### config.mk
export PLATFORM = sky130hd
export DESIGN_NAME = lru_key_value_cache_top
export DESIGN_NICKNAME = d
export VERILOG_FILES = /design/src/hdl/lkv_pkg.sv /design/src/hdl/lkv_ram.sv /design/src/hdl/lru_key_value_cache_top.sv
export SDC_FILE = /design/constraint.sdc
export NUM_CORES = 1
export LEC_CHECK = 0
export BUFFER_PORTS_ARGS = -buffer_cell sky130_fd_sc_hd__buf_2
export CAP_MARGIN = 20
export CORE_MARGIN = 2
export CORE_UTILIZATION = 40
export CTS_CLUSTER_SIZE = 16
export DETAILED_ROUTE_END_ITERATION = 10
export GPL_TIMING_DRIVEN = 1
export PLACE_DENSITY_LB_ADDON = 0.1
export RECOVER_POWER = 100
export SLEW_MARGIN = 20
export SYNTH_ARGS = -nofsm -noshare
export SYNTH_HDL_FRONTEND = slang
export SYNTH_SLANG_ARGS = --single-unit
### constraint.sdc
create_clock -name clk -period 9.4 [get_ports clk]
set_clock_uncertainty 0.2 [all_clocks]
set_input_delay 1.88 -clock clk [delete_from_list [all_inputs] [get_ports clk]]
set_output_delay 1.88 -clock clk [all_outputs]
set_load 0.05 [all_outputs]
### src/hdl/lkv_pkg.sv
// ----------------------------------------------------------------------------
// lkv_pkg
// Shared constants and types for the LRU key/value cache.
// ----------------------------------------------------------------------------
package lkv_pkg;

  localparam int          CAPACITY_MAX_DEF = 16;
  localparam int          CAP_W            = 5;
  localparam int          WORD_W           = 32;
  localparam logic [4:0]  CAP_RESET        = 5'd16;
  localparam logic [31:0] MISS_VALUE       = 32'hFFFF_FFFF;

  localparam logic OP_GET = 1'b0;
  localparam logic OP_PUT = 1'b1;

  typedef enum logic [1:0] {
    ST_IDLE,
    ST_SCAN,
    ST_DECIDE,
    ST_UPDATE
  } lkv_state_t;

endpackage

### src/hdl/lkv_ram.sv
// ----------------------------------------------------------------------------
// lkv_ram
// Generic single write port, single read port RAM with registered read.
// ----------------------------------------------------------------------------
module lkv_ram #(
  parameter int WIDTH = 8,
  parameter int DEPTH = 16
) (
  input  logic                                   clk,
  input  logic                                   we,
  input  logic [((DEPTH > 1) ? $clog2(DEPTH) : 1)-1:0] waddr,
  input  logic [WIDTH-1:0]                       wdata,
  input  logic [((DEPTH > 1) ? $clog2(DEPTH) : 1)-1:0] raddr,
  output logic [WIDTH-1:0]                       rdata
);

  logic [WIDTH-1:0] mem [DEPTH];

  always_ff @(posedge clk) begin
    if (we) begin
      mem[waddr] <= wdata;
    end
    rdata <= mem[raddr];
  end

endmodule

### src/hdl/lru_key_value_cache_top.sv
// ----------------------------------------------------------------------------
// lru_key_value_cache_top
// Fully associative key/value cache with least recently used replacement.
// ----------------------------------------------------------------------------
//  channel   | handshake            | words
//  ----------+----------------------+-------------------------------
//  request   | start, busy          | opcode, key, value
//  result    | result_strobe        | found, read_value
//  config    | cfg_we               | cfg_wdata (capacity in use)
//
//  A request holds busy high through one pass of the shared key comparator over
//  every RAM entry, a decision state, then a second pass that ages recency ranks
//  through the same RAM port. A get that misses ends after the decision state.
//  The next request is taken in the idle cycle that follows. The result strobe
//  is high for one cycle; the receiver cannot stall it. Reset clears the valid
//  flags at once, no sweep is needed.
// ----------------------------------------------------------------------------
module lru_key_value_cache_top #(
  parameter int CAPACITY_MAX = lkv_pkg::CAPACITY_MAX_DEF
) (
  input  logic                        clk,
  input  logic                        rst,
  input  logic                        start,
  output logic                        busy,
  input  logic                        opcode,
  input  logic signed [lkv_pkg::WORD_W-1:0] key,
  input  logic signed [lkv_pkg::WORD_W-1:0] value,
  input  logic                        cfg_we,
  input  logic [lkv_pkg::CAP_W-1:0]   cfg_wdata,
  output logic                        result_strobe,
  output logic                        found,
  output logic signed [lkv_pkg::WORD_W-1:0] read_value
);

  import lkv_pkg::*;

  localparam int IW = (CAPACITY_MAX > 1) ? $clog2(CAPACITY_MAX) : 1;
  localparam int CW = $clog2(CAPACITY_MAX + 1);
  localparam int RW = IW;
  localparam int EW = (CW > CAP_W) ? CW : CAP_W;
  localparam int RAM_W = 2 * WORD_W + RW;
  localparam logic [CW-1:0] CAP_LAST = CW'(CAPACITY_MAX);
  localparam logic [EW-1:0] CAP_EXT  = EW'(CAPACITY_MAX);

  lkv_state_t state, state_next;

  logic [CAP_W-1:0]        cap_reg;
  logic [CW-1:0]           fill_count;
  logic [CAPACITY_MAX-1:0] valid;

  logic                    op_put;
  logic [WORD_W-1:0]       req_key;
  logic [WORD_W-1:0]       req_value;

  logic [CW-1:0]           cnt;
  logic                    pv;
  logic [IW-1:0]           pidx;

  logic                    hit_f, free_f, vic_f;
  logic [IW-1:0]           hit_idx, free_idx, vic_idx;
  logic [RW-1:0]           hit_rank, vic_rank;
  logic [WORD_W-1:0]       hit_data;

  logic [IW-1:0]           slot;
  logic [CW-1:0]           old_thr;

  // RAM word: key, data, rank
  logic                    ram_we;
  logic [IW-1:0]           ram_waddr;
  logic [RAM_W-1:0]        ram_wdata;
  logic [IW-1:0]           ram_raddr;
  logic [RAM_W-1:0]        ram_rdata;
  logic [WORD_W-1:0]       rd_key, rd_data;
  logic [RW-1:0]           rd_rank;
  logic                    rd_valid;

  logic [EW-1:0]           cap_ext, eff_cap;
  logic                    fill_lt;

  logic                    issue;
  logic                    pass_done;
  logic                    act_update, act_fill;
  logic [IW-1:0]           act_slot;
  logic [CW-1:0]           act_old;

  assign rd_key   = ram_rdata[RAM_W-1 -: WORD_W];
  assign rd_data  = ram_rdata[RW +: WORD_W];
  assign rd_rank  = ram_rdata[RW-1:0];
  assign rd_valid = valid[pidx];

  assign cap_ext = EW'(cap_reg);
  assign eff_cap = (cap_ext == '0) ? EW'(1) : ((cap_ext > CAP_EXT) ? CAP_EXT : cap_ext);
  assign fill_lt = EW'(fill_count) < eff_cap;

  assign busy      = (state != ST_IDLE);
  assign issue     = (cnt != CAP_LAST);
  assign pass_done = !issue && !pv;
  assign ram_raddr = cnt[IW-1:0];

  lkv_ram #(
    .WIDTH (RAM_W),
    .DEPTH (CAPACITY_MAX)
  ) u_ram (
    .clk   (clk),
    .we    (ram_we),
    .waddr (ram_waddr),
    .wdata (ram_wdata),
    .raddr (ram_raddr),
    .rdata (ram_rdata)
  );

  always_ff @(posedge clk) begin
    if (rst) begin
      state <= ST_IDLE;
    end else begin
      state <= state_next;
    end
  end

  // Decision on the scan results
  always_comb begin
    act_update = 1'b0;
    act_fill   = 1'b0;
    act_slot   = hit_idx;
    act_old    = CW'(hit_rank);
    if (hit_f) begin
      act_update = 1'b1;
    end else if (op_put) begin
      if (fill_lt) begin
        act_update = free_f;
        act_fill   = free_f;
        act_slot   = free_idx;
        act_old    = fill_count + CW'(1);
      end else begin
        act_update = vic_f;
        act_slot   = vic_idx;
        act_old    = CW'(vic_rank);
      end
    end
  end

  always_comb begin
    state_next = state;
    ram_we     = 1'b0;
    ram_waddr  = pidx;
    ram_wdata  = {rd_key, rd_data, rd_rank + RW'(1)};
    case (state)
      ST_IDLE: begin
        if (start) begin
          state_next = ST_SCAN;
        end
      end
      ST_SCAN: begin
        if (pass_done) begin
          state_next = ST_DECIDE;
        end
      end
      ST_DECIDE: begin
        // slot becomes most recent; put carries the new value
        ram_we     = act_update;
        ram_waddr  = act_slot;
        ram_wdata  = {req_key, (op_put ? req_value : hit_data), {RW{1'b0}}};
        state_next = act_update ? ST_UPDATE : ST_IDLE;
      end
      ST_UPDATE: begin
        // age valid entries younger than the old rank
        ram_we = pv && (pidx != slot) && rd_valid && (CW'(rd_rank) < old_thr);
        if (pass_done) begin
          state_next = ST_IDLE;
        end
      end
      default: begin
        state_next = ST_IDLE;
      end
    endcase
  end

  always_ff @(posedge clk) begin
    if (rst) begin
      cap_reg       <= CAP_RESET;
      fill_count    <= '0;
      valid         <= '0;
      result_strobe <= 1'b0;
      cnt           <= '0;
      pv            <= 1'b0;
    end else begin
      result_strobe <= 1'b0;
      if (cfg_we) begin
        cap_reg <= cfg_wdata;
      end
      case (state)
        ST_IDLE: begin
          cnt <= '0;
          pv  <= 1'b0;
        end
        ST_SCAN, ST_UPDATE: begin
          pv <= issue;
          if (issue) begin
            cnt <= cnt + CW'(1);
          end
        end
        ST_DECIDE: begin
          cnt           <= '0;
          pv            <= 1'b0;
          result_strobe <= !op_put;
          if (act_update) begin
            valid[act_slot] <= 1'b1;
          end
          if (act_fill) begin
            fill_count <= fill_count + CW'(1);
          end
        end
        default: begin
          cnt <= '0;
          pv  <= 1'b0;
        end
      endcase
    end
  end

  // Payload and scan bookkeeping
  always_ff @(posedge clk) begin
    pidx <= cnt[IW-1:0];
    if (state == ST_IDLE && start) begin
      op_put    <= (opcode == OP_PUT);
      req_key   <= key;
      req_value <= value;
      hit_f     <= 1'b0;
      free_f    <= 1'b0;
      vic_f     <= 1'b0;
    end
    if (state == ST_SCAN && pv) begin
      if (rd_valid && rd_key == req_key && !hit_f) begin
        hit_f    <= 1'b1;
        hit_idx  <= pidx;
        hit_rank <= rd_rank;
        hit_data <= rd_data;
      end
      if (!rd_valid && !free_f) begin
        free_f   <= 1'b1;
        free_idx <= pidx;
      end
      if (rd_valid && (!vic_f || rd_rank > vic_rank)) begin
        vic_f    <= 1'b1;
        vic_idx  <= pidx;
        vic_rank <= rd_rank;
      end
    end
    if (state == ST_DECIDE) begin
      slot       <= act_slot;
      old_thr    <= act_old;
      found      <= hit_f;
      read_value <= hit_f ? hit_data : MISS_VALUE;
    end
  end

endmodule

==> results.json, run 1 <==
{
  "status": "complete, but fails checks",
  "violations": "capacitance limit, slew limit",
  "synth_edf_count": 1247,
  "syn_nets": 2423,
  "insertion_delay_ps": 760,
  "gp_congestion": 0.807,
  "reg2reg_depth": 8,
  "grt_max_degree": 96,
  "worstPathCellList": "nand2b_1 -> clkbuf_1 -> nand2_1 -> o31ai_1 -> a21bo_1 -> nor3_1 -> buf_4 -> clkbuf_2",
  "synth_xor_area_share_pct": 0.823,
  "rsz0062_at_grt": "false",
  "hold_buffers": 0,
  "rr_startpoint": "state[0]",
  "endpoint_kind": "flop",
  "yosysUniqueCellTypes": 62,
  "drc_errors": 0,
  "cts_htree_levels": 4,
  "fmax_mhz": 149,
  "cts_tree": "yes",
  "crit_type": "reg -> reg",
  "yosysTopAreaCell": "edfxtp_1",
  "fin_crit_sh_pct": 71.6,
  "critPathLaunch": "state[0]",
  "synthCells": 2334,
  "hold_ws_ps": 226,
  "clkTransAtPathRegs_ps": 60,
  "synth.area.mux_share_pct": 16.0,
  "core_um2": 127000,
  "r2r_slack_ps": 2670,
  "gr-total-overflow": 0,
  "numCtsBuffers": 147,
  "die_y_um": 361,
  "syn_area_um2": 51100,
  "dieArea_um2": 131000,
  "synth-seq-cells": 1357,
  "yosysTopAreaCellShare_pct": 73.3,
  "endpoint": "u_ram.mem[15][30]",
  "async_flop_share_pct": 0,
  "critPathArrivalTime_ps": 6850,
  "grt_pass1_vias": 25438,
  "setup_tns_ps": 0,
  "ctsResizeCount": 0,
  "cts_setup_buffers": 0,
  "setup_violations": 0,
  "leakage_nw": 18.2,
  "vias": 23527,
  "antenna_found_initial": 2,
  "crit_fanout": 48,
  "worst_setup_path_start_kind": "flop",
  "dieWidth_um": 361,
  "synthAdderAreaFrac_pct": 0.368,
  "rows": 131,
  "ys_seq_area_share_pct": 77.6,
  "vias_per_cell": 5.41,
  "synth_top_family_by_area": "multiplexers",
  "finalHoldViolCount": 0,
  "ys_top_cells_by_area": "edfxtp_1, mux4_2, dfxtp_1",
  "grt_first_pass_wirelength_um": 174000,
  "route.detailed.wl_per_inst_um": 27.1,
  "ys.flop_type": "edfxtp_1",
  "synth_compound_area_share_pct": 1.43,
  "drt-total-wl_um": 118000,
  "detail-route-antenna-nets": 0,
  "syn_to_final_growth_pct": 14.5,
  "n_antenna_cell": 0,
  "synth-simple-area-share_pct": 2.68,
  "port_buffers": 108,
  "yosysWarnings": 0,
  "dr.pass1.iters": 5,
  "period_needed_ps": 6730,
  "start_util_pct": 40.1,
  "drv_cap": 22,
  "clock-root-buffer": "clkbuf_16",
  "critPathMaxStageDelay_ps": 1840,
  "crit_required_ps": 9520,
  "min_path_type": "reg -> reg",
  "power.density_nw_per_um2": 219,
  "cts_buffer_depth": 3,
  "peakVddDrop_uv": 191,
  "drive_gt1_share_pct": 25.2,
  "critPathSlowestCell": "clkbuf_1",
  "avgSynthCellArea_um2": 21.9,
  "num_io_pins": 109,
  "worstMarginPinSlew_ps": 4070,
  "drt_iter0_drc": 1835,
  "maxSlewHeadroom_pct": -172,
  "fillers": 10647,
  "finalMaxSlewViolations": 868,
  "grtUsageTotal_pct": 18.4,
  "place.detailed.hpwl_um": 64300,
  "cts.sinks": 1357,
  "r2r-end": "u_ram.mem[15][30]",
  "nets": 2650
}
==> synth_stat cells (all sizes together), types with 2 or more instances <==
library cell / instances
a211oi: 3
a21o: 6
a21oi: 15
a31oi: 4
and2: 3
and4: 2
buf: 44
clkbuf: 68
clkinv: 2
dfxtp: 110
edfxtp: 1247
ha: 15
inv: 17
mux2i: 41
mux4: 345
nand2: 150
nand2b: 40
nand3: 11
nand3b: 2
nand4: 6
nor2: 28
nor2b: 4
nor3: 27
nor4: 8
o211ai: 2
o21a: 2
o21ai: 44
o2bb2ai: 14
o32ai: 3
or2: 3
or3: 2
or4: 2
xnor2: 9
xor2: 39
==> worst max-delay path, delay by kind of cell, from the launching register on <==
kind	cells	cell delay, ps
AO/OA/AOI/OAI	2	540
flip-flops	1	450
buffers and inverters	3	3730
AND/OR/NAND/NOR	3	1300
==> state kept, by name, summed over array words and instances (netlist names), 16 cells and up <==
| register | count |
|---|---|
| read_value | 32 |
| u_ram.rdata | 68 |
| hit_data | 32 |
| valid | 16 |
| u_ram.mem | 1088 |
| req_value | 32 |
| req_key | 32 |
==> per-layer routing <==
metal / share of wire (%) / track usage (%)
met1: 45 / 25.5
met2: 49 / 30.2
met3: 4.1 / 3.07
met4: 1.9 / 4.78
met5: 0 / 0
==> worst min path at each step <==
stage / startpoint / endpoint / slack [ps] / cells after the start
after floorplan: cnt[2] / pidx[2] / 130 / 0
after global placement: u_ram.rdata[30] / hit_data[26] / 210 / 0
after detailed placement: u_ram.rdata[11] / hit_data[7] / 210 / 0
after CTS: u_ram.rdata[11] / hit_data[7] / 230 / 0
after global routing: u_ram.rdata[11] / hit_data[7] / 230 / 0
final: u_ram.rdata[11] / hit_data[7] / 230 / 0
==> layout by cell type, fill, tap and decap left out, types with 28 or more instances in the layout <==
cell type	n
edfxtp_1	1247
mux4_2	345
clkbuf_16	153
nand2_1	150
clkbuf_1	128
dfxtp_1	108
buf_2	61
o21ai_0	41
mux2i_1	41
nand2b_1	40
xor2_1	39
buf_4	33
nor2_1	28
==> stage by stage <==
step / utilization [%] / power (mW) / setup slack [ps] / std cells / cell area [µm²]
detailed placement: 42.4 / 7.19 / 4720 / 4073 / 54000
finish: 46.0 / 12.8 / 2670 / 4348 / 58500
CTS: 46.3 / 13.0 / 4680 / 4347 / 58800
global route: 46.0 / 13.2 / 2160 / 4348 / 58500
global placement: 42.4 / 7.18 / 4780 / 4073 / 54000
floorplan: - / 7.04 / 1830 / 2334 / 51100
==> area by class of cell <==
class	count	area [µm²]	share of cell area, %
Sequential cell	1357	39700	67.8
Inverter	19	75.1	0.128
Clock inverter	70	726	1.24
Timing Repair Buffer	190	953	1.63
Tap cell	1662	2080	3.56
Multi-Input combinational cell	846	10900	18.6
Clock buffer	204	4130	7.06
==> power by group <==
| group | leakage, nW | switching [mW] | internal [mW] |
|---|---|---|---|
| Combinational | 3.77 | 0.231 | 0.151 |
| Clock | 2.37 | 2.34 | 3.42 |
| Sequential | 12.1 | 0.0367 | 6.64 |
==> logic make-up after synthesis <==
logic type      Yosys count
compound gates          105
mux                     386
simple gates            292
flops                  1357
buf+inv                 131
fa+ha+maj                15
xor+xnor                 48
(Power assumes the default switching activity.)
==> inputs of run 2 (changes only) <==
==> constraint.sdc (replaced) <==
create_clock -name clk -period 5.65 [get_ports clk]
set_clock_uncertainty 0.2 [all_clocks]
set_input_delay 1.13 -clock clk [delete_from_list [all_inputs] [get_ports clk]]
set_output_delay 1.13 -clock clk [all_outputs]
set_load 0.05 [all_outputs]
==> run 2 against run 1 <==
The run still ends with capacitance limit, slew limit left. Die area unchanged. Hold slack improved by 4.5 ps. Total power grew 68%. First-iteration DRC count increased by 15%.
==> results.json, run 2 (same netlist as run 1, synthesis figures left out) <==
{
  "drt_iter0_drc": 2112,
  "ctsResizeCount": 0,
  "vias": 23679,
  "route.detailed.wl_per_inst_um": 27.5,
  "port_buffers": 108,
  "start_util_pct": 40.1,
  "violations": "capacitance limit, slew limit",
  "clkTransAtPathRegs_ps": 60,
  "cts.sinks": 1357,
  "pwr-share-comb_pct": 2.9,
  "grtUsageTotal_pct": 18.6,
  "cts_buffer_depth": 3,
  "preCtsSetupSlack_ps": 1300,
  "layout_common_cells": "edfxtp_1, mux4_2, clkbuf_16",
  "power_switching_mw": 4.35,
  "dr.pass1.iters": 6,
  "drv_cap": 8,
  "dp_cells": 4068,
  "drive_gt1_share_pct": 25.8,
  "hold_buffers": 0,
  "min_path_type": "reg -> reg",
  "grt_pass1_vias": 25027,
  "place.detailed.hpwl_um": 61500,
  "setup_slack_ps": 811,
  "leakage_nw": 18.4,
  "layout_commonest_cell": "edfxtp_1",
  "antenna_found_initial": 4,
  "largest-register": "u_ram.mem",
  "crit_type": "reg -> reg",
  "maxSlewHeadroom_pct": -119,
  "largest_reg_flops": 1088,
  "cts_setup_buffers": 0,
  "drc_errors": 0,
  "setup_violations": 0,
  "rows": 131,
  "fmax_mhz": 207,
  "cts_htree_levels": 4,
  "endpoint": "u_ram.rdata[1]",
  "r2r-end": "u_ram.rdata[1]",
  "gr-total-overflow": 0,
  "clock-root-buffer": "clkbuf_16",
  "crit_required_ps": 6060,
  "worstMarginPinSlew_ps": 3280,
  "pwr-share-seq_pct": 51.5,
  "switching_share_pct": 20.2,
  "die_y_um": 361,
  "critPathLaunch": "cnt[3]",
  "detail-route-antenna-nets": 0,
  "peakVddDrop_uv": 276,
  "final_util_pct": 46.3,
  "power.density_nw_per_um2": 366,
  "numCtsBuffers": 149,
  "core_um2": 127000,
  "r2r_slack_ps": 810,
  "dieWidth_um": 361,
  "top_regs": "u_ram.mem x1088, u_ram.rdata x68",
  "reg2reg_depth": 2,
  "worst_setup_path_start_kind": "flop",
  "crit_fanout": 43,
  "critPathArrivalTime_ps": 5250,
  "rsz0062_at_grt": "false",
  "nets": 2647,
  "syn_to_final_growth_pct": 15.4,
  "grt_max_degree": 106,
  "stdcell_count": 4350,
  "dieArea_um2": 131000,
  "vias_per_cell": 5.44,
  "rr_startpoint": "cnt[3]",
  "drt-total-wl_um": 120000,
  "insertion_delay_ps": 770,
  "period_needed_ps": 4840,
  "endpoint_kind": "flop",
  "fin_crit_sh_pct": 85.6,
  "cts_tree": "yes",
  "clkPwrFrac_pct": 45.5,
  "num_io_pins": 109,
  "grt_first_pass_wirelength_um": 175000,
  "finalHoldViolCount": 0,
  "gp_congestion": 0.813,
  "setup_tns_ps": 0,
  "p_int_mw": 17.2,
  "finalMaxSlewViolations": 292,
  "status": "complete, but fails checks"
}
==> run 2: cell types whose count changed in the layout (fill, tap and decap cells not counted), sizes merged <==
cell	change
buf	+9
bufinv	+3
clkbuf	-7
clkinv	+1
clkinvlp	-3
diode	+2
inv	-3
==> run 2: cell type report <==
cell class              instances  area, µm²
diodes                          2       5.00
clock buffers                 211       4220
clock inverters                68        762
fillers                     10591      68300
inverters                      19       75.1
multi-input cells             846      10900
flip-flops and latches       1357      39600
well taps                    1662       2080
repair buffers                185       1250
==> run 2: worst max-delay path, stage by stage, from the launching register on <==
cell      delay, ps
dfxtp_1        2540
clkbuf_2       1390
mux4_2          500
==> run 2: power by group through the flow <==
| stage | combinational, mW | clock, mW | sequential, mW |
|---|---|---|---|
| final | 0.635 | 9.81 | 11.1 |
| after global placement | 0.642 | 0 | 11.3 |
| after floorplan | 0.430 | 0 | 11.3 |
| after global routing | 0.698 | 10.4 | 11.1 |
| after CTS | 0.662 | 10.1 | 11.1 |
| after detailed placement | 0.659 | 0 | 11.3 |
==> run 2: metal layers <==
metal | global-route usage [%] | vias up | part of all wire [%]
met5 | 0 | - | 0.021
met4 | 5.76 | 4 | 2.2
met3 | 3.06 | 186 | 4.5
met2 | 30.3 | 633 | 49
met1 | 25.7 | 12750 | 44
li1 | - | 10106 | -
==> run 2: worst min path at each step <==
stage	startpoint	to	slack [ps]	depth (start not counted)
finish	u_ram.rdata[30]	hit_data[26]	230	0
global placement	u_ram.rdata[35]	hit_data[31]	220	0
CTS	u_ram.rdata[30]	hit_data[26]	230	0
detailed placement	u_ram.rdata[30]	hit_data[26]	220	0
floorplan	cnt[2]	pidx[2]	130	0
global route	u_ram.rdata[30]	hit_data[26]	240	0
==> run 2: per-stage QoR <==
step                      cell area (µm²)  total power, mW  hold slack [ps]
after floorplan                     51100             11.7              129
after CTS                           59200             21.8              227
final                               58900             21.5              230
after global routing                58900             22.2              245
after detailed placement            54200             12.0              216
after global placement              54200             11.9              217
